**src/hw/rtl/nlq_pkg.sv**
```systemverilog
// ============================================================================
// nlq_pkg - neighbor link quality table shared definitions
// Field widths, register indexes, status codes and the table entry layout.
// ============================================================================
package nlq_pkg;

    localparam int TABLE_ENTRIES_DEF = 16;

    localparam int NODE_W   = 16;
    localparam int LIFE_W   = 7;
    localparam int SEQ_W    = 8;
    localparam int HOP_W    = 8;
    localparam int AVG_W    = 8;
    localparam int GROUP_W  = 8;
    localparam int STATUS_W = 3;
    localparam int SLOT_W   = 6;
    localparam int EXP_W    = 7;

    localparam int CFG_IDX_W  = 1;
    localparam int CFG_DATA_W = 8;

    localparam logic [CFG_IDX_W-1:0] CFG_OWN_GROUP = 1'b0;
    localparam logic [CFG_IDX_W-1:0] CFG_FULL_LIVE = 1'b1;

    localparam logic [GROUP_W-1:0] OWN_GROUP_RESET = 8'd0;
    localparam logic [LIFE_W-1:0]  FULL_LIVE_RESET = 7'd5;

    localparam logic [AVG_W-1:0] LINK_GAIN   = 8'd63;
    localparam logic [HOP_W-1:0] HOP_CLEARED = 8'h7f;

    localparam logic OP_PACKET = 1'b0;
    localparam logic OP_TICK   = 1'b1;

    typedef enum logic [STATUS_W-1:0] {
        STATUS_UPDATED     = 3'd0,
        STATUS_INSERTED    = 3'd1,
        STATUS_DROPPED     = 3'd2,
        STATUS_WRONG_GROUP = 3'd3,
        STATUS_TICK_DONE   = 3'd4
    } status_t;

    typedef struct packed {
        logic [NODE_W-1:0] node;
        logic [LIFE_W-1:0] life;
        logic [SEQ_W-1:0]  seq;
        logic [HOP_W-1:0]  hop;
        logic [AVG_W-1:0]  link_avg;
        logic [AVG_W-1:0]  stable_avg;
    } entry_t;

    localparam int ENTRY_W = $bits(entry_t);

    localparam entry_t ENTRY_CLEARED = '{
        node:       '0,
        life:       '0,
        seq:        '0,
        hop:        HOP_CLEARED,
        link_avg:   '0,
        stable_avg: '0
    };

endpackage

```
**src/hw/rtl/nlq_if.sv**
```systemverilog
// ============================================================================
// nlq_if - request and result channels
// Valid/ready channels carrying one request item and one result item.
// ============================================================================
interface nlq_req_if;
    import nlq_pkg::*;

    logic               valid;
    logic               ready;
    logic               opcode;
    logic [NODE_W-1:0]  node_id;
    logic [SEQ_W-1:0]   seq_num;
    logic [HOP_W-1:0]   hop_count;
    logic [GROUP_W-1:0] group;

    modport source (output valid, opcode, node_id, seq_num, hop_count, group, input ready);
    modport sink   (input valid, opcode, node_id, seq_num, hop_count, group, output ready);
endinterface

interface nlq_rsp_if;
    import nlq_pkg::*;

    logic                valid;
    logic                ready;
    logic [STATUS_W-1:0] status;
    logic [SLOT_W-1:0]   slot;
    logic [AVG_W-1:0]    link_avg;
    logic [AVG_W-1:0]    stable_avg;
    logic [EXP_W-1:0]    expired_count;

    modport source (output valid, status, slot, link_avg, stable_avg, expired_count,
                    input ready);
    modport sink   (input valid, status, slot, link_avg, stable_avg, expired_count,
                    output ready);
endinterface

```
**src/hw/rtl/nlq_ram.sv**
```systemverilog
// ============================================================================
// nlq_ram - generic simple dual-port RAM
// One write port, one read port, read data registered.
// ============================================================================
module nlq_ram #(
    parameter int WIDTH = 8,
    parameter int DEPTH = 16,
    parameter int ADDR_W = (DEPTH > 1) ? $clog2(DEPTH) : 1
) (
    input  logic              clk,
    input  logic              we,
    input  logic [ADDR_W-1:0] waddr,
    input  logic [WIDTH-1:0]  wdata,
    input  logic [ADDR_W-1:0] raddr,
    output logic [WIDTH-1:0]  rdata
);

    logic [WIDTH-1:0] mem [DEPTH];

    always_ff @(posedge clk)
    begin
        if (we)
        begin
            mem[waddr] <= wdata;
        end
        rdata <= mem[raddr];
    end

endmodule

```
**src/hw/rtl/neighbor_link_quality_table.sv**
```systemverilog
// ============================================================================
// neighbor_link_quality_table - neighbor table with link quality averages
// Per-node reception averages kept in one entry RAM, with a sequencer that
// scans, decays and writes back the matched entry, or ages every entry on a tick.
// ============================================================================
// Usage:
//   req channel (valid/ready): a received packet (opcode 0) or an aging tick
//   (opcode 1). rsp channel (valid/ready): exactly one result per request.
//   cfg_we/cfg_index/cfg_data write the own group id and full_liveliness;
//   write them only while no request is in flight.
// Processing per request:
//   wrong group      : no table access, the result is loaded directly
//   packet           : node lookup, then up to 17 decay steps
//                      (one per missed packet, stopping once the average
//                      settles below 4); the node lookup reads the entry RAM
//                      one entry per cycle
//   tick             : one read-modify-write per entry
//   One request is processed at a time; req.ready is high when the sequencer
//   is idle, also while an earlier result is still held in the output register.
// Reset clears all liveness flags, so every entry reads as free at once; no
// clearing pass over the RAM is needed. When rsp.ready is low the result stays
// in the output register and the next request can still be taken and worked on;
// its result waits until the register frees up.
// ============================================================================
module neighbor_link_quality_table #(
    parameter int TABLE_ENTRIES = nlq_pkg::TABLE_ENTRIES_DEF
) (
    input  logic                            clk,
    input  logic                            rst_n,
    input  logic                            cfg_we,
    input  logic [nlq_pkg::CFG_IDX_W-1:0]   cfg_index,
    input  logic [nlq_pkg::CFG_DATA_W-1:0]  cfg_data,
    nlq_req_if.sink                         req,
    nlq_rsp_if.source                       rsp
);
    import nlq_pkg::*;

    localparam int IDX_W = (TABLE_ENTRIES > 1) ? $clog2(TABLE_ENTRIES) : 1;
    localparam logic [IDX_W-1:0] LAST_IDX = IDX_W'(TABLE_ENTRIES - 1);

    typedef enum logic [2:0] {
        S_IDLE,
        S_SCAN,
        S_DECAY,
        S_WRITE,
        S_TICK,
        S_DONE
    } state_t;

    state_t                   state_reg;
    logic [TABLE_ENTRIES-1:0] live_reg;
    logic [GROUP_W-1:0]       own_group_reg;
    logic [LIFE_W-1:0]        full_live_reg;

    logic [IDX_W-1:0]         rd_idx_reg;
    logic                     rd_more_reg;
    logic                     pend_reg;
    logic [IDX_W-1:0]         pend_idx_reg;
    logic                     free_found_reg;
    logic [IDX_W-1:0]         free_idx_reg;
    logic                     rsp_valid_reg;

    // request payload and working values
    logic [NODE_W-1:0]        node_reg;
    logic [SEQ_W-1:0]         seq_reg;
    logic [HOP_W-1:0]         hop_reg;
    logic [IDX_W-1:0]         slot_reg;
    logic [AVG_W-1:0]         avg_reg;
    logic [AVG_W-1:0]         stable_reg;
    logic [LIFE_W-1:0]        cnt_reg;
    logic [EXP_W-1:0]         exp_reg;

    status_t                  res_status_reg;
    logic [SLOT_W-1:0]        res_slot_reg;
    logic [AVG_W-1:0]         res_link_reg;
    logic [AVG_W-1:0]         res_stable_reg;
    logic [EXP_W-1:0]         res_exp_reg;

    status_t                  out_status_reg;
    logic [SLOT_W-1:0]        out_slot_reg;
    logic [AVG_W-1:0]         out_link_reg;
    logic [AVG_W-1:0]         out_stable_reg;
    logic [EXP_W-1:0]         out_exp_reg;

    // RAM ports
    logic                     ram_we;
    logic [IDX_W-1:0]         ram_waddr;
    entry_t                   ram_wdata;
    logic [ENTRY_W-1:0]       ram_rdata;
    entry_t                   rd_entry;

    logic                     req_fire;
    logic                     rsp_load;
    logic                     pend_live;
    logic                     node_hit;
    logic                     last_pend;
    logic [SEQ_W-1:0]         seq_diff;
    logic [LIFE_W-1:0]        gap;
    logic [LIFE_W-1:0]        life_dec;
    logic                     decay_stop;
    logic [AVG_W-1:0]         avg_next;
    logic [AVG_W-1:0]         link_next;
    logic [AVG_W-1:0]         stable_next;
    logic [EXP_W-1:0]         exp_next;

    nlq_ram #(
        .WIDTH (ENTRY_W),
        .DEPTH (TABLE_ENTRIES),
        .ADDR_W(IDX_W)
    ) u_entry_ram (
        .clk  (clk),
        .we   (ram_we),
        .waddr(ram_waddr),
        .wdata(ram_wdata),
        .raddr(rd_idx_reg),
        .rdata(ram_rdata)
    );

    assign rd_entry  = entry_t'(ram_rdata);
    assign req_fire  = req.valid && req.ready;
    assign rsp_load  = (state_reg == S_DONE) && (!rsp_valid_reg || rsp.ready);

    assign pend_live = live_reg[pend_idx_reg];
    assign node_hit  = pend_reg && pend_live && (rd_entry.node == node_reg);
    assign last_pend = (pend_idx_reg == LAST_IDX);

    // sequence gap: difference mod 256 folded into 0..127
    assign seq_diff  = seq_reg - rd_entry.seq;
    assign gap       = seq_diff[LIFE_W-1:0];
    assign life_dec  = rd_entry.life - LIFE_W'(1);

    // below 4 the quarter decay no longer changes the average
    assign decay_stop  = (cnt_reg == '0) || (avg_reg[AVG_W-1:2] == '0);
    assign avg_next    = avg_reg - (avg_reg >> 2);
    assign link_next   = avg_next + LINK_GAIN;
    assign stable_next = stable_reg - (stable_reg >> 3) + (link_next >> 3);
    assign exp_next    = exp_reg + EXP_W'(1);

    always_comb
    begin
        ram_we    = 1'b0;
        ram_waddr = pend_idx_reg;
        ram_wdata = ENTRY_CLEARED;
        case (state_reg)
            S_WRITE:
            begin
                ram_we               = 1'b1;
                ram_waddr            = slot_reg;
                ram_wdata.node       = node_reg;
                ram_wdata.life       = full_live_reg;
                ram_wdata.seq        = seq_reg;
                ram_wdata.hop        = hop_reg;
                ram_wdata.link_avg   = link_next;
                ram_wdata.stable_avg = stable_next;
            end
            S_TICK:
            begin
                if (pend_reg && pend_live)
                begin
                    ram_we = 1'b1;
                    if (life_dec != '0)
                    begin
                        ram_wdata      = rd_entry;
                        ram_wdata.life = life_dec;
                    end
                end
            end
            default:
            begin
            end
        endcase
    end

    // sequencer state, control and registered outputs
    always_ff @(posedge clk or negedge rst_n)
    begin
        if (!rst_n)
        begin
            state_reg       <= S_IDLE;
            live_reg        <= '0;
            own_group_reg   <= OWN_GROUP_RESET;
            full_live_reg   <= FULL_LIVE_RESET;
            rd_idx_reg      <= '0;
            rd_more_reg     <= 1'b0;
            pend_reg        <= 1'b0;
            pend_idx_reg    <= '0;
            free_found_reg  <= 1'b0;
            free_idx_reg    <= '0;
            rsp_valid_reg   <= 1'b0;
        end
        else
        begin
            if (cfg_we)
            begin
                case (cfg_index)
                    CFG_OWN_GROUP: own_group_reg <= cfg_data[GROUP_W-1:0];
                    CFG_FULL_LIVE: full_live_reg <= cfg_data[LIFE_W-1:0];
                    default:
                    begin
                    end
                endcase
            end

            if (rsp_load)
            begin
                rsp_valid_reg <= 1'b1;
            end
            else if (rsp_valid_reg && rsp.ready)
            begin
                rsp_valid_reg <= 1'b0;
            end

            // read issue pipeline shared by lookup and tick sweep
            if (state_reg == S_SCAN || state_reg == S_TICK)
            begin
                pend_reg     <= rd_more_reg;
                pend_idx_reg <= rd_idx_reg;
                rd_idx_reg   <= rd_idx_reg + IDX_W'(1);
                if (rd_idx_reg == LAST_IDX)
                begin
                    rd_more_reg <= 1'b0;
                end
            end

            case (state_reg)
                S_IDLE:
                begin
                    if (req_fire)
                    begin
                        rd_idx_reg     <= '0;
                        rd_more_reg    <= 1'b1;
                        pend_reg       <= 1'b0;
                        free_found_reg <= 1'b0;
                        if (req.opcode == OP_TICK)
                        begin
                            state_reg <= S_TICK;
                        end
                        else if (req.group != own_group_reg)
                        begin
                            state_reg <= S_DONE;
                        end
                        else
                        begin
                            state_reg <= S_SCAN;
                        end
                    end
                end
                S_SCAN:
                begin
                    if (pend_reg)
                    begin
                        if (node_hit)
                        begin
                            state_reg <= S_DECAY;
                        end
                        else if (last_pend)
                        begin
                            if (free_found_reg || !pend_live)
                            begin
                                state_reg <= S_DECAY;
                            end
                            else
                            begin
                                state_reg <= S_DONE;
                            end
                        end
                        else if (!pend_live && !free_found_reg)
                        begin
                            free_found_reg <= 1'b1;
                            free_idx_reg   <= pend_idx_reg;
                        end
                    end
                end
                S_DECAY:
                begin
                    pend_reg <= 1'b0;
                    if (decay_stop)
                    begin
                        state_reg <= S_WRITE;
                    end
                end
                S_WRITE:
                begin
                    live_reg[slot_reg] <= (full_live_reg != '0);
                    state_reg          <= S_DONE;
                end
                S_TICK:
                begin
                    if (pend_reg)
                    begin
                        if (pend_live && life_dec == '0)
                        begin
                            live_reg[pend_idx_reg] <= 1'b0;
                        end
                        if (last_pend)
                        begin
                            state_reg <= S_DONE;
                        end
                    end
                end
                S_DONE:
                begin
                    pend_reg <= 1'b0;
                    if (rsp_load)
                    begin
                        state_reg <= S_IDLE;
                    end
                end
                default:
                begin
                    state_reg <= S_IDLE;
                end
            endcase
        end
    end

    // payload and working registers
    always_ff @(posedge clk)
    begin
        case (state_reg)
            S_IDLE:
            begin
                node_reg       <= req.node_id;
                seq_reg        <= req.seq_num;
                hop_reg        <= req.hop_count;
                exp_reg        <= '0;
                res_status_reg <= (req.opcode == OP_TICK) ? STATUS_TICK_DONE
                                                          : STATUS_WRONG_GROUP;
                res_slot_reg   <= '0;
                res_link_reg   <= '0;
                res_stable_reg <= '0;
                res_exp_reg    <= '0;
            end
            S_SCAN:
            begin
                if (node_hit)
                begin
                    slot_reg       <= pend_idx_reg;
                    avg_reg        <= rd_entry.link_avg;
                    stable_reg     <= rd_entry.stable_avg;
                    cnt_reg        <= (gap == '0) ? '0 : gap - LIFE_W'(1);
                    res_status_reg <= STATUS_UPDATED;
                end
                else if (pend_reg && last_pend)
                begin
                    slot_reg       <= free_found_reg ? free_idx_reg : pend_idx_reg;
                    avg_reg        <= '0;
                    stable_reg     <= '0;
                    cnt_reg        <= '0;
                    res_status_reg <= (free_found_reg || !pend_live) ? STATUS_INSERTED
                                                                     : STATUS_DROPPED;
                end
            end
            S_DECAY:
            begin
                if (!decay_stop)
                begin
                    avg_reg <= avg_next;
                    cnt_reg <= cnt_reg - LIFE_W'(1);
                end
            end
            S_WRITE:
            begin
                res_slot_reg   <= SLOT_W'(slot_reg);
                res_link_reg   <= link_next;
                res_stable_reg <= stable_next;
            end
            S_TICK:
            begin
                if (pend_reg && pend_live && life_dec == '0)
                begin
                    exp_reg <= exp_next;
                end
                if (pend_reg && last_pend)
                begin
                    res_exp_reg <= (pend_live && life_dec == '0) ? exp_next : exp_reg;
                end
            end
            S_DONE:
            begin
                if (rsp_load)
                begin
                    out_status_reg <= res_status_reg;
                    out_slot_reg   <= res_slot_reg;
                    out_link_reg   <= res_link_reg;
                    out_stable_reg <= res_stable_reg;
                    out_exp_reg    <= res_exp_reg;
                end
            end
            default:
            begin
            end
        endcase
    end

    assign req.ready         = (state_reg == S_IDLE);
    assign rsp.valid         = rsp_valid_reg;
    assign rsp.status        = out_status_reg;
    assign rsp.slot          = out_slot_reg;
    assign rsp.link_avg      = out_link_reg;
    assign rsp.stable_avg    = out_stable_reg;
    assign rsp.expired_count = out_exp_reg;

endmodule

```
**src/flat_wrapper.sv**
```systemverilog
// flat-port wrapper written by rule: the top's interface ports become plain ports
module neighbor_link_quality_table_flat import nlq_pkg::*;
#(
    parameter int TABLE_ENTRIES = nlq_pkg::TABLE_ENTRIES_DEF
)
  (clk, rst_n, cfg_we, cfg_index, cfg_data, req_valid, req_opcode, req_node_id, req_seq_num, req_hop_count, req_group, req_ready, rsp_valid, rsp_status, rsp_slot, rsp_link_avg, rsp_stable_avg, rsp_expired_count, rsp_ready);
  nlq_req_if req_i ();
  nlq_rsp_if rsp_i ();
  input  logic clk;
  input  logic rst_n;
  input  logic cfg_we;
  input  logic [nlq_pkg::CFG_IDX_W-1:0] cfg_index;
  input  logic [nlq_pkg::CFG_DATA_W-1:0] cfg_data;
  input wire logic [$bits(req_i.valid)-1:0] req_valid;
  input wire logic [$bits(req_i.opcode)-1:0] req_opcode;
  input wire logic [$bits(req_i.node_id)-1:0] req_node_id;
  input wire logic [$bits(req_i.seq_num)-1:0] req_seq_num;
  input wire logic [$bits(req_i.hop_count)-1:0] req_hop_count;
  input wire logic [$bits(req_i.group)-1:0] req_group;
  output wire logic [$bits(req_i.ready)-1:0] req_ready;
  output wire logic [$bits(rsp_i.valid)-1:0] rsp_valid;
  output wire logic [$bits(rsp_i.status)-1:0] rsp_status;
  output wire logic [$bits(rsp_i.slot)-1:0] rsp_slot;
  output wire logic [$bits(rsp_i.link_avg)-1:0] rsp_link_avg;
  output wire logic [$bits(rsp_i.stable_avg)-1:0] rsp_stable_avg;
  output wire logic [$bits(rsp_i.expired_count)-1:0] rsp_expired_count;
  input wire logic [$bits(rsp_i.ready)-1:0] rsp_ready;
  assign req_i.valid = req_valid;
  assign req_i.opcode = req_opcode;
  assign req_i.node_id = req_node_id;
  assign req_i.seq_num = req_seq_num;
  assign req_i.hop_count = req_hop_count;
  assign req_i.group = req_group;
  assign req_ready = req_i.ready;
  assign rsp_valid = rsp_i.valid;
  assign rsp_status = rsp_i.status;
  assign rsp_slot = rsp_i.slot;
  assign rsp_link_avg = rsp_i.link_avg;
  assign rsp_stable_avg = rsp_i.stable_avg;
  assign rsp_expired_count = rsp_i.expired_count;
  assign rsp_i.ready = rsp_ready;
  neighbor_link_quality_table #(.TABLE_ENTRIES(TABLE_ENTRIES)) u_core (.clk(clk), .rst_n(rst_n), .cfg_we(cfg_we), .cfg_index(cfg_index), .cfg_data(cfg_data), .req(req_i), .rsp(rsp_i));
endmodule
```
**config.mk**
```make
export PLATFORM = sky130hd
export DESIGN_NAME = neighbor_link_quality_table_flat
export DESIGN_NICKNAME = d
export VERILOG_FILES = /design/src/hw/rtl/nlq_pkg.sv /design/src/hw/rtl/nlq_if.sv /design/src/hw/rtl/nlq_ram.sv /design/src/hw/rtl/neighbor_link_quality_table.sv /design/src/flat_wrapper.sv
export SDC_FILE = /design/constraint.sdc
export NUM_CORES = 1
export LEC_CHECK = 0
export ABC_AREA = 0
export BUFFER_PORTS_ARGS = -buffer_cell sky130_fd_sc_hd__buf_4
export CORE_ASPECT_RATIO = 1.1
export CORE_MARGIN = 1.5
export CORE_UTILIZATION = 40
export DETAILED_ROUTE_END_ITERATION = 10
export PLACE_DENSITY_LB_ADDON = 0.12
export SYNTH_ARGS = -nofsm -noshare
export SYNTH_HDL_FRONTEND = slang
export SYNTH_SLANG_ARGS = --single-unit
```
**constraint.sdc**
```tcl
create_clock -name clk -period 8.4 [get_ports clk]
set_input_delay 0.84 -clock clk [delete_from_list [all_inputs] [get_ports clk]]
set_output_delay 0.84 -clock clk [all_outputs]
set_load 0.05 [all_outputs]
```
=== Yosys cells after proc, flatten, opt, wreduce, memory -nomap -nowiden ===
Memories as Yosys holds them, arrays and structs flattened. A register that Yosys moved wholly into a read port is not among the register bits.
Index checks and enable logic that the tools add are counted.

* Register bits after elaboration: 180
* Bits in writable memories: 880
* Memories kept: 1

{| class="wikitable"
|+ Memory list
! memory !! depth !! bits a word !! rd ports !! clocked after memory_dff !! wr ports !! line !! text
|-
| u_core.u_entry_ram.mem || 16 || 55 || 1 || 1 || 1 || nlq_ram.sv:18 || <nowiki>logic [WIDTH-1:0] mem [DEPTH];</nowiki>
|}

* Add/sub/neg operators: 10
* Order comparisons: 4
* Eq/ne operators: 24
* Multiplexer cells: 74
* Bitwise gates (word level): 5
* Reductions and logical operators: 45

{| class="wikitable"
|+ Operators with widths
! kind !! number
|-
| two-way mux 55 bit || 2
|-
| case mux 55 bit (2 select lines) || 1
|-
| two-way mux 7 bit || 7
|-
| case mux 8 bit (2 select lines) || 3
|-
| two-way mux 3 bit || 14
|-
| case mux 7 bit (2 select lines) || 3
|-
| two-way mux 16 bit || 2
|-
| two-way mux 8 bit || 4
|-
| case mux 16 bit (2 select lines) || 1
|-
| two-way mux 4 bit || 7
|-
| logical NOT 7 bit || 3
|-
| subtractor 7 x 1 -> 7 bit (second input constant) || 3
|-
| two-way mux 1 bit || 19
|-
| case mux 3 bit (6 select lines) || 1
|-
| AND 16 bit || 1
|-
| bitwise mux 16 bit || 1
|-
| == test 16 bit || 1
|-
| inequality test 2 bit (second input constant) || 8
|-
| NOT 16 bit || 1
|-
| AND reduction 2 bit || 7
|-
| nonzero test 2 bit || 7
|-
| nonzero test 7 bit || 2
|-
| case mux 6 bit (2 select lines) || 1
|-
| logical AND 1 bit || 11
|-
| other kinds (32) || 52
|}

=== Logic depth before layout (Yosys ltp) ===
Gate-level depths: netlist (run 1).

* Word-level depth: 9
* Mapped depth: 19
* Mapped depth without buffers: 19

=== Modules after synthesis ===
From an unflattened synthesis (run 1), not the netlist that was laid out.

* Cell total of the unflattened synthesis: 2263
* Area, all modules: 43503.0 um^2

{| class="wikitable"
|+ By module, submodules not included
! module !! times used !! cells an instance !! area each (um^2) !! sequential area each (um^2)
|-
| nlq_ram || 1 || 1419 || 34021.4 || 27526.4
|-
| neighbor_link_quality_table || 1 || 844 || 9481.6 || 5037.3
|}

=== Worst setup path after synthesis (run 1) ===
Ideal clock, no wire load.

* Kind: register to register
* From: register u_core.avg_reg[2]
* To: memory u_core.u_entry_ram.mem[0][7] (netlist name), data pin
* Library setup time: 0.294 ns
* Arrival: 4.058 ns
* Slack: 4.048 ns
* Stages on the path, launching flop included: 18
* Path buffers: 0
* Cell sequence: edfxtp_1 -> ha_1 -> fa_1 -> nor2b_1 -> o21a_1 -> nor2_1 -> xnor2_1 -> nor3_1 -> or2_2 -> fa_1 -> ha_1 -> a21o_1 -> a21o_1 -> a2111oi_0 -> o21bai_1 -> xnor2_1 -> nor2_1 -> a21o_1

{| class="wikitable"
|+ RTL lines
! what !! line !! text
|-
| start: declaration || neighbor_link_quality_table.sv:68 || <nowiki>logic [AVG_W-1:0] avg_reg;</nowiki>
|-
| start signal: assignment || neighbor_link_quality_table.sv:339 || <nowiki>avg_reg <= rd_entry.link_avg;</nowiki>
|-
| start signal: assignment || neighbor_link_quality_table.sv:358 || <nowiki>avg_reg <= avg_next;</nowiki>
|-
| end: declaration || nlq_ram.sv:18 ||
|}

==> results.tsv, run 1 <==
stage	metric	value	unit
pwr	p_per_area	313	nW/um^2
global_routing	met2_usage	30.5	%
logic_synthesis	async_flop_share	5.27	%
global_routing	antenna_found_initial	3	
timing	setup_viol	0	
layout	nets	2106	
clock_tree	cts_max_path_buffers	3	
layout	drive_gt1_share	26.7	%
global_routing	grt_pass1_wl	130000	um
logic_synthesis	syn_area	37600	um^2
logic_synthesis	seq_area_frac_synth	73.9	%
global_routing	use_met3	3.14	%
floorplan	die_y	324	um
layout	synthToLayoutAreaGrowth	14.9	%
routing	drc_errors	0	
setup_path	path_class	flip-flop to flip-flop	
setup_path	r2r_start	u_core.avg_reg[2]	
routing	via_count	18400	
timing	rsz0062_at_grt	no	
logic_synthesis	yosysTopAreaCell	edfxtp_1	
global_routing	grt-ovfl-total	0	
logic_synthesis	syn_area_per_cell	19.9	um^2
timing	slew-limit-headroom	21.6	%
global_routing	grt_start_max_net_pins	133	
routing	drtIter0Drc	1676	
floorplan	rows	117	
global_routing	grt_use_met1	26.1	%
routing	finalWirelength	88200	um
clock_tree	cts-root-buf	clkbuf_16	
timing	finalCriticalPeriod	5.06	ns
floorplan	core_area	92800	um^2
timing	fmax	0.198	GHz
pwr	p_leak	15.2	nW
routing	routedWlPerCell	26.3	um
timing	timing_hold_violations_final	0	
floorplan	initial_core_util	40.5	%
placement	post-dp-hpwl	46200	um
placement	gp_congestion	0.777	
layout	reg.largest.list	u_core.u_entry_ram.mem (736), u_core.u_entry_ram.rdata (46)	
floorplan	ios	89	
timing	fin_crit_sh	60.2	%
pwr	total_power	13.5	mW
layout	fillers	7786	
routing	ant_nets	0	
global_routing	grt_pass1_vias	19300	
timing	skew	0.0308	ns
hold_path	worstHoldPathType	input port to async pin	
logic_synthesis	synth_ff_type	edfxtp_1	
layout	most-common-layout-cells	edfxtp_1 (853), mux4_2 (235), buf_4 (110), clkbuf_16 (101), nand2_1 (66)	
layout	max_flop_register	u_core.u_entry_ram.mem	
layout	diodes	0	
setup_path	cp_max_fo	16	
layout	layout_commonest_cell	edfxtp_1	
logic_synthesis	ys_ff_latch	949	
timing	fin_hold_ws	0.271	ns
floorplan	chipWidth	295	um
timing	final.setup.tns	0	ns
setup_path	cp-startpoint	u_core.avg_reg[2]	
clock_tree	cts_tree	done	
logic_synthesis	ys_warn_count	0	
setup_path	cp.required	8.81	ns
global_routing	busiest_layer	met2	
logic_synthesis	synth_enable_flop_cells	853	
setup_path	critPathArrivalTime	5.47	ns
run_status	status	complete, no violations	
logic_synthesis	synth_top_area_share	68.2	%
logic_synthesis	syn_inst	1887	
layout	largest_reg_flops	736	
clock_tree	cts-hold-fix-buffers	0	
clock_tree	cts_resized	0	
timing	drv_slew	0	
placement	port_buffers	77	
routing	via_per_inst	5.50	
timing	tightest_slew	1.17	ns
floorplan	die_area	95800	um^2
clock_tree	cts_buffers	99	
clock_tree	htreeDepth	3	
clock_tree	postCtsSetupBuffers	0	
logic_synthesis	synth_area_leaders	edfxtp_1 (68%), mux4_2 (14%), dfrtp_1 (3.2%), dfxtp_1 (2.5%), ha_1 (0.97%)	
global_routing	grt_usage	18.7	%
clock_tree	clk_pin_slew	0.06	ns
setup_path	end_kind	flip-flop	
run	max-cap-violations	0	
pwr	ir_drop	0.225	mV
logic_synthesis	ys_types	76	
setup_path	start_kind	flip-flop	
clock_tree	insertion_delay	0.67	ns
routing	firstDrtPassIters	5	
clock_tree	cts.sinks	949	
==> path summary, 6_finish.rpt <==
kind | slack, ns | endpoint | cells after the start
max | 3.34 | u_core.u_entry_ram.mem[6][7] | 17
min | 0.27 | u_core.rsp.valid | 1
max reg2reg | 3.34 | u_core.u_entry_ram.mem[6][7] | 17
min reg2reg | 0.42 | u_core.rsp.stable_avg[0] | 0
max in group asynchronous | 7.53 | u_core.rd_idx_reg[0] | 1
min in group clk | 0.36 | u_core.node_reg[5] | 1
==> critical path: stages (launching register included) <==
cell and delay [ns]:
edfxtp_1 0.43, ha_1 0.23, fa_1 0.41, nor2b_1 0.14, o21a_1 0.18, nor2_1 0.07, xnor2_1 0.40, nor3_1 0.14
or2_2 0.32, fa_1 0.46, ha_1 0.28, a21o_1 0.18, a21o_1 0.21, a2111oi_0 0.52, o21bai_1 0.16, xnor2_1 0.15
nor2_1 0.16, a21o_1 0.38
==> metrics by stage <==
step,cells,util (%),worst slack (ns),cell area [um^2]
after floorplan,1888,-,4.05,37600
after global placement,3163,42.9,3.42,39800
after detailed placement,3163,42.9,3.33,39800
after CTS,3349,46.5,3.32,43200
after global routing,3349,46.5,2.90,43200
final,3349,46.5,3.34,43200
==> Yosys cell counts (all sizes together) (3+ instances only) <==
master and n:
xor2 27, a211oi 3, edfxtp 853, nand2b 5, a31oi 13, nor4 9
mux2 27, and3 4, nor2b 12, o21a 10, o21ai 50, nor2 68
nor3b 8, inv 45, fa 7, or2 6, nand3 20, a21o 17
a21oi 19, mux4 235, xnor2 39, clkbuf 57, ha 29, o22ai 5
buf 30, dfrtp 48, and2 16, nor3 20, nand4 11, a21boi 5
o221ai 12, a22o 25, o31ai 4, nand2 67, mux2i 3, dfxtp 46
==> layout make-up <==
cell class	count	area, um^2	share of cell area [%]
clock buffer	133	2710	6.27
clock inverter	53	662	1.53
inverter	46	173	0.400
multi-input combinational	806	9390	21.8
sequential	949	27800	64.4
tap	1249	1560	3.62
timing repair buffer	113	886	2.05
==> kinds of logic (layout without fill, tap and decap cells) <==
group | Yosys count | count (layout) | synth area share [%]
fa+ha+maj | 36 | 36 | 1.34
simple gates | 256 | 256 | 3.42
buf+inv | 133 | 345 | 1.41
other cells | 1 | 2 | 0.00998
flops | 949 | 949 | 73.9
compound gates | 181 | 181 | 3.32
xor+xnor | 66 | 66 | 1.54
mux | 265 | 265 | 15.0
==> routing by layer <==
metal	routed length (um)	share of wire, %
met1	38700	44
met2	42900	49
met3	4720	5.4
met4	1900	2.1
met5	0	0
==> power by group <==
part           switching, mW  internal [mW]
logic                   1.60           1.38
registers              0.413           5.61
clock network           1.82           2.70
total                   3.83           9.68
Note: power is estimated with default switching activity, not from simulation.
==> run 2, diff against run 1 <==
==> constraint.sdc (replaced) <==
create_clock -name clk -period 4.2 [get_ports clk]
set_input_delay 0.42 -clock clk [delete_from_list [all_inputs] [get_ports clk]]
set_output_delay 0.42 -clock clk [all_outputs]
set_load 0.05 [all_outputs]
==> run 2 against run 1 <==
Net effect: the run now ends with negative setup slack left; sequential share of layout area is 2.1 points lower; clock power is 110% higher; core utilization is 1.6 points higher; first-iteration DRC count is 5.8% higher; final cell count is 3.0% higher; non-clock buffer count is 95 higher; setup slack worse by 3.4 ns; routed wire length is 3.3% higher; flip-flop and latch count stayed put; sequential power is 99% higher; global-route usage is 0.62 points higher; clock-buffer cell count is 8 lower; critical endpoint is now u_core.u_entry_ram.mem[9][7]; largest power group unchanged.
==> results.tsv, run 2 (synthesized netlist as in run 1, its figures left out) <==
stage	metric	value	unit	change
placement	port_buffers	77		unchanged
global_routing	grt_pass1_vias	20100		was 19,300
placement	pre_cts_slack	-0.358	ns	was 3.33 ns
clock_tree	cts_buffers	98		was 99
timing	drv_slew	0		unchanged
layout	layout_commonest_cell	edfxtp_1		unchanged
pwr	pwr-share-comb	23.7	%	was 22.0%
pwr	clock_power_share	33.3	%	was 33.5%
layout	instances_no_fill	3448		was 3,349
clock_tree	cts_tree	done		unchanged
layout	fillers	7736		was 7,786
floorplan	initial_core_util	40.5	%	unchanged
layout	reg.largest.list	u_core.u_entry_ram.mem (736), u_core.u_entry_ram.rdata (46)		unchanged
hold_path	min_to	u_core.rsp.valid		
timing	setup_viol	24		was 0
pwr	p_sw	8.05	mW	was 3.83 mW
setup_path	cp_max_fo	8		was 16
setup_path	end_kind	flip-flop		unchanged
run	max-cap-violations	0		unchanged
layout	max_flop_register	u_core.u_entry_ram.mem		unchanged
placement	gp_congestion	0.802		was 0.777
run_status	status	finished, violations left		was complete, no violations
layout	largest_reg_flops	736		unchanged
routing	via_count	19000		was 18,400
setup_path	start_kind	flip-flop		unchanged
floorplan	ios	89		unchanged
setup_path	r2r-end	u_core.u_entry_ram.mem[9][7]		was u_core.u_entry_ram.mem[6][7]
timing	rsz0062_at_grt	yes		was no
routing	firstDrtPassIters	5		unchanged
placement	place_inst	3221		was 3,163
timing	fin_hold_ws	0.197	ns	was 0.271 ns
layout	design_area	44600	um^2	was 43,200 um^2
pwr	total_power	28.0	mW	was 13.5 mW
floorplan	rows	117		unchanged
routing	routedWlPerCell	26.4	um	was 26.3 um
placement	post-dp-hpwl	48600	um	was 46,200 um
timing	setup_slack	-0.0255	ns	was 3.34 ns
pwr	switching_share	28.7	%	was 28.4%
timing	tightest_slew	1.22	ns	was 1.17 ns
clock_tree	clk_pin_slew	0.06	ns	about the same
timing	timing_hold_violations_final	0		unchanged
timing	finalCriticalPeriod	4.23	ns	was 5.06 ns
pwr	p_per_area	627	nW/um^2	was 313 nW/um^2
pwr	ir_drop	0.335	mV	was 0.225 mV
layout	drive_gt1_share	30.7	%	was 26.7%
clock_tree	insertion_delay	0.67	ns	about the same
layout	nets	2202		was 2,106
setup_path	slowest_stage	fa_2		was a2111oi_0
setup_path	cp.required	4.62	ns	was 8.81 ns
setup_path	critical_path_buf_inv_count	1		was 0
layout	most-common-layout-cells	edfxtp_1 (853), mux4_2 (235), buf_4 (150), clkbuf_16 (101), nand2_1 (65)		was edfxtp_1 (853), mux4_2 (235), buf_4 (110), clkbuf_16 (101), nand2_1 (66)
timing	fin_crit_sh	101	%	was 60.2%
hold_path	worstHoldStart	rsp_ready		
global_routing	grt_pass1_wl	134000	um	was 130,000 um
routing	finalWirelength	91100	um	was 88,200 um
clock_tree	cts.sinks	949		unchanged
layout	synthToLayoutAreaGrowth	18.8	%	was 14.9%
timing	fmax	0.237	GHz	was 0.198 GHz
routing	drtIter0Drc	1774		was 1,676
setup_path	rrSetupSlack	-0.03	ns	was 3.34 ns
timing	skew	0.0371	ns	was 0.0308 ns
setup_path	max_stage_delay	0.57	ns	was 0.52 ns
setup_path	r2r_start	u_core.avg_reg[2]		unchanged
routing	ant_nets	0		unchanged
setup_path	cp_top_family	adder cells		was compound AO/OA/AOI/OAI gates
hold_path	hold_path_depth	3		
setup_path	critPathArrivalTime	4.64	ns	was 5.47 ns
floorplan	die_area	95800	um^2	unchanged
clock_tree	cts_max_path_buffers	3		unchanged
placement	placed_area	40500	um^2	was 39,800 um^2
floorplan	chipWidth	295	um	unchanged
routing	route.top_layer_used	met5		was met4
setup_path	reg2regPathDepth	16		was 17
routing	wl_met1	39900	um	was 38,700 um
floorplan	core_area	92800	um^2	unchanged
pwr	p_int	19.9	mW	was 9.68 mW
setup_path	path_class	flip-flop to flip-flop		unchanged
hold_path	worstHoldPathType	input port to flip-flop		was input port to async pin
setup_path	cpMostUsedCell	a21o_1		unchanged
pwr	p_leak	15.9	nW	was 15.2 nW
clock_tree	cts-root-buf	clkbuf_16		unchanged
run_status	violations	negative setup slack		
global_routing	antenna_found_initial	4		was 3
global_routing	grt_start_max_net_pins	54		was 133
timing	slew-limit-headroom	17.9	%	was 21.6%
routing	drc_errors	0		unchanged
global_routing	grt_usage	19.3	%	was 18.7%
floorplan	die_y	324	um	unchanged
pwr	seqPwrFrac	43.0	%	was 44.6%
routing	route.met3.wl	4790	um	was 4720 um
routing	via_per_inst	5.51		was 5.50
routing	wl_met2	44600	um	was 42,900 um
setup_path	crit_path_cell_trace	ha_2 > fa_2 > ha_4 > nand2_2 > buf_4 > nor3_2 > or2_4 > fa_1 > ha_1 > a21o_1 > a21o_1 > a2111oi_4 > o21bai_1 > xnor2_1 > nor2_2 > a21o_4		was ha_1 > fa_1 > nor2b_1 > o21a_1 > nor2_1 > xnor2_1 > nor3_1 > or2_2 > fa_1 > ha_1 > a21o_1 > a21o_1 > a2111oi_0 > o21bai_1 > xnor2_1 > nor2_1 > a21o_1
global_routing	grt-ovfl-total	0		unchanged
clock_tree	htreeDepth	3		unchanged
## run 2: tightest hold or removal path: stages
cell      delay [ns]
buf_4           0.07
nand2b_1        0.16
o21ai_0         0.14
## run 2: area by class of cell
cell class	instances	area (um^2)	share of cell area, %
clock buffer	125	2750	6.15
sequential	949	27800	62.3
clock inverter	61	759	1.70
multi-input combinational	808	9640	21.6
timing repair buffer	208	1960	4.38
inverter	46	173	0.387
tap	1249	1560	3.50
antenna	2	5.00	0.0112
## run 2: timing repair
action | CTS | global route
pin swaps | 8 | 4
cloned | 2 | 0
endpoints found under the setup margin | 64 | 66
hold buffers | 33 | 0
setup buffers | 4 | 0
gates resized for setup | 29 | 12
endpoints found under the hold margin | 87 | 0
## run 2: power groups by stage
stage	Sequential, mW	Clock, mW	Combinational, mW
CTS	12.1	9.54	6.66
global placement	12.2	0	6.46
detailed placement	12.3	0	6.52
finish	12.0	9.31	6.65
global route	12.1	9.89	7.19
floorplan	12.0	0	4.51
## run 2: per-stage QoR
step | utilization [%] | setup TNS, ns
5_1_grt | 48.1 | -12.58
4_1_cts | 48.0 | -0.421
3_3_place_gp | 43.7 | -10.14
2_1_floorplan | - | 0
6_report | 48.1 | -0.502
3_5_place_dp | 43.7 | -12.83
## run 2: per-layer routing
| layer | track usage [%] | vias to the layer above |
|---|---|---|
| li1 | - | 8147 |
| met1 | 27.1 | 10200 |
| met2 | 31.5 | 534 |
| met3 | 2.99 | 130 |
| met4 | 5.12 | 2 |
| met5 | 0 | - |
## run 2: worst max path at each step
stage	from	end	slack, ns	cells after the start
2_1_floorplan	u_core.avg_reg[2]	u_core.u_entry_ram.mem[0][7]	0.009	17
3_3_place_gp	u_core.avg_reg[2]	u_core.u_entry_ram.mem[4][6]	-0.29	18
3_5_place_dp	u_core.avg_reg[2]	u_core.u_entry_ram.mem[2][6]	-0.36	18
4_1_cts	u_core.avg_reg[2]	u_core.u_entry_ram.mem[11][7]	-0.03	17
5_1_grt	u_core.avg_reg[2]	u_core.u_entry_ram.mem[10][7]	-0.28	17
6_report	u_core.avg_reg[2]	u_core.u_entry_ram.mem[9][7]	-0.03	16
==> run 3, diff against run 2 <==
--- a/config.mk
+++ b/config.mk
@@ -9,7 +9,7 @@
 export BUFFER_PORTS_ARGS = -buffer_cell sky130_fd_sc_hd__buf_4
 export CORE_ASPECT_RATIO = 1.1
 export CORE_MARGIN = 1.5
-export CORE_UTILIZATION = 40
+export CORE_UTILIZATION = 56
 export DETAILED_ROUTE_END_ITERATION = 10
 export PLACE_DENSITY_LB_ADDON = 0.12
 export SYNTH_ARGS = -nofsm -noshare
==> constraint.sdc (replaced) <==
create_clock -name clk -period 4.2 [get_ports clk]
set_input_delay 0.21 -clock clk [delete_from_list [all_inputs] [get_ports clk]]
set_output_delay 0.21 -clock clk [all_outputs]
set_load 0.05 [all_outputs]
==> run 3 against run 2 <==
Net effect: the run now ends clean; sequential share of layout area up 1.4 points; critical path depth increased by 1; power is 4.1% lower; critical path type unchanged; first-iteration DRC count grew 10%; global-route usage rose by 6.4 points; via count up 1.0%; fmax increased by 0.67%.
==> results.tsv, run 3 (synthesized netlist as in run 1, its figures left out) <==
stage	metric	value	unit	change
run_status	status	complete, no violations		was finished, violations left
placement	gp_congestion	0.888		was 0.802
layout	postLayoutCoreUtil	65.8	%	was 48.1%
routing	firstDrtPassIters	5		unchanged
floorplan	die_y	275	um	was 324 um
routing	via_per_inst	6.32		was 5.51
hold_path	hold_path_depth	2		was 3
placement	post-dp-hpwl	46500	um	was 48,600 um
timing	fin_hold_ws	0.0361	ns	was 0.197 ns
floorplan	initial_core_util	56.6	%	was 40.5%
setup_path	slowest_stage	fa_1		was fa_2
clock_tree	insertion_delay	0.65	ns	was 0.67 ns
layout	diodes	0		was 2
timing	setup_viol	0		was 24
timing	slew-limit-headroom	18.6	%	was 17.9%
layout	largest_reg_flops	736		unchanged
clock_tree	htreeDepth	3		unchanged
timing	drv_slew	0		unchanged
setup_path	reg2regPathDepth	17		was 16
global_routing	grt_pass1_vias	19800		was 20,100
setup_path	r2r_start	u_core.avg_reg[3]		was u_core.avg_reg[2]
clock_tree	cts_buffers	92		was 98
layout	layout_commonest_cell	edfxtp_1		unchanged
layout	max_flop_register	u_core.u_entry_ram.mem		unchanged
setup_path	critical_path_buf_inv_count	2		was 1
layout	most-common-layout-cells	edfxtp_1 (853), mux4_2 (235), buf_4 (145), clkbuf_16 (96), nand2_1 (66)		was edfxtp_1 (853), mux4_2 (235), buf_4 (150), clkbuf_16 (101), nand2_1 (65)
floorplan	core_area	66400	um^2	was 92,800 um^2
setup_path	critPathArrivalTime	4.59	ns	was 4.64 ns
routing	drtIter0Drc	1958		was 1,774
floorplan	ios	89		unchanged
hold_path	worstHoldPathType	input port to flip-flop		unchanged
layout	nets	2193		was 2,202
setup_path	cp_max_fo	8		unchanged
floorplan	chipWidth	250	um	was 295 um
setup_path	crit_path_cell_trace	inv_1 > ha_1 > nor2b_1 > o31a_1 > o31a_1 > a21oi_4 > xnor2_1 > inv_1 > fa_1 > ha_4 > nor2b_2 > o21ai_2 > a21boi_2 > o21ai_2 > nor3b_4 > nor3_4 > a21o_4		was ha_2 > fa_2 > ha_4 > nand2_2 > buf_4 > nor3_2 > or2_4 > fa_1 > ha_1 > a21o_1 > a21o_1 > a2111oi_4 > o21bai_1 > xnor2_1 > nor2_2 > a21o_4
layout	reg.largest.list	u_core.u_entry_ram.mem (736), u_core.u_entry_ram.rdata (46)		unchanged
pwr	ir_drop	0.456	mV	was 0.335 mV
setup_path	cp.required	4.59	ns	was 4.62 ns
timing	timing_hold_violations_final	0		unchanged
setup_path	end_kind	flip-flop		unchanged
hold_path	min_to	u_core.res_status_reg[1]		was u_core.rsp.valid
timing	finalCriticalPeriod	4.20	ns	was 4.23 ns
global_routing	grt_usage	25.8	%	was 19.3%
routing	ant_nets	0		unchanged
setup_path	cp_top_family	compound AO/OA/AOI/OAI gates		was adder cells
setup_path	rrSetupSlack	0.003	ns	was -0.03 ns
timing	rsz0062_at_grt	yes		unchanged
global_routing	grt_pass1_wl	128000	um	was 134,000 um
floorplan	rows	99		was 117
pwr	p_leak	15.6	nW	was 15.9 nW
setup_path	path_class	flip-flop to flip-flop		unchanged
layout	layout.area.seq	27800	um^2	unchanged
timing	fmax	0.238	GHz	was 0.237 GHz
global_routing	grt_start_max_net_pins	83		was 54
clock_tree	cts_max_path_buffers	3		unchanged
timing	fin_crit_sh	99.9	%	was 101%
global_routing	antenna_found_initial	0		was 4
pwr	total_power	26.8	mW	was 28.0 mW
run	max-cap-violations	0		unchanged
routing	finalWirelength	86600	um	was 91,100 um
routing	drc_errors	0		unchanged
clock_tree	clk_pin_slew	0.06	ns	about the same
setup_path	start_kind	flip-flop		unchanged
setup_path	r2r-end	u_core.u_entry_ram.mem[7][6]		was u_core.u_entry_ram.mem[9][7]
setup_path	max_stage_delay	0.52	ns	was 0.57 ns
layout	multi_input_area	9690	um^2	was 9640 um^2
floorplan	die_area	68700	um^2	was 95,800 um^2
clock_tree	cts.sinks	949		unchanged
layout	fillers	4375		was 7,736
layout	drive_gt1_share	29.6	%	was 30.7%
placement	port_buffers	77		unchanged
hold_path	worstHoldStart	req_opcode		was rsp_ready
routing	via_count	19200		was 19,000
clock_tree	cts-root-buf	clkbuf_16		unchanged
timing	tightest_slew	1.22	ns	about the same
timing	skew	0.0253	ns	was 0.0371 ns
clock_tree	cts_tree	done		unchanged
layout	synthToLayoutAreaGrowth	16.2	%	was 18.8%
pwr	p_per_area	615	nW/um^2	was 627 nW/um^2
global_routing	grt-ovfl-total	0		unchanged
routing	routedWlPerCell	28.5	um	was 26.4 um
-- run 3: cell types whose count changed in the layout (fill, tap and decap cells not counted), sizes merged, moves of 2 or more --
cell,delta
buf,-5
clkinvlp,-3
clkbuf,-4
clkinv,-2
diode,-2
bufinv,-9
inv,+2
-- run 3: worst max path at each step --
| stage | from | endpoint | slack (ns) | cells past startpoint |
|---|---|---|---|---|
| detailed placement | u_core.avg_reg[2] | u_core.u_entry_ram.mem[13][6] | -0.36 | 18 |
| finish | u_core.avg_reg[3] | u_core.u_entry_ram.mem[7][6] | 0.003 | 17 |
| CTS | u_core.avg_reg[2] | u_core.u_entry_ram.mem[5][4] | 0.004 | 19 |
| floorplan | u_core.avg_reg[2] | u_core.u_entry_ram.mem[0][7] | 0.009 | 17 |
| global route | u_core.avg_reg[3] | u_core.u_entry_ram.mem[3][6] | -0.23 | 17 |
| global placement | u_core.avg_reg[2] | u_core.u_entry_ram.mem[14][6] | -0.24 | 18 |
-- run 3: area by class of cell --
type                       count  share of cell area, %
timing repair buffer         204                   4.42
multi-input combinational    809                   22.2
clock inverter                49                   1.07
clock buffer                 121                   5.83
inverter                      46                  0.395
sequential                   949                   63.7
tap                          858                   2.46
-- run 3: routing by layer --
metal / share of wire, % / wire length, um / track usage [%] / vias up
met5: 0 / 0 / 0 / -
li1: - / - / - / 8133
met2: 50 / 43400 / 43.1 / 750
met3: 6.8 / 5920 / 3.95 / 123
met1: 41 / 35500 / 36.0 / 10200
met4: 2.0 / 1710 / 6.95 / 0
-- run 3: worst reg2reg max path, stage by stage, from the launching register on --
cell	delay (ns)
edfxtp_1	0.46
inv_1	0.10
ha_1	0.23
nor2b_1	0.16
o31a_1	0.29
o31a_1	0.32
a21oi_4	0.21
xnor2_1	0.18
inv_1	0.09
fa_1	0.52
ha_4	0.21
nor2b_2	0.16
o21ai_2	0.14
a21boi_2	0.09
o21ai_2	0.20
nor3b_4	0.27
nor3_4	0.09
a21o_4	0.23
-- run 3: power breakdown --
group | switching (mW) | internal, mW | leakage (nW)
logic | 3.53 | 3.13 | 4.38
clock network | 3.47 | 4.72 | 1.47
registers | 0.783 | 11.2 | 9.76
total | 7.78 | 19.1 | 15.6
-- run 3: per-stage QoR --
stage	instances	worst slack [ns]	instance area [um^2]	TNS [ns]
floorplan	1888	0.00931	37600	0
global placement	2821	-0.241	40000	-10.33
detailed placement	2821	-0.358	40000	-14.14
CTS	3033	0.00366	43500	0
global route	3036	-0.226	43700	-9.21
finish	3036	0.00273	43700	0
-- run 3: repair_timing --
item,CTS,global route
resized for setup,28,22
pin swaps,15,8
buffers inserted,6,2
endpoints found under the hold margin,93,0
endpoints found under the setup margin,64,99
gates cloned,2,1
hold buffers,34,0
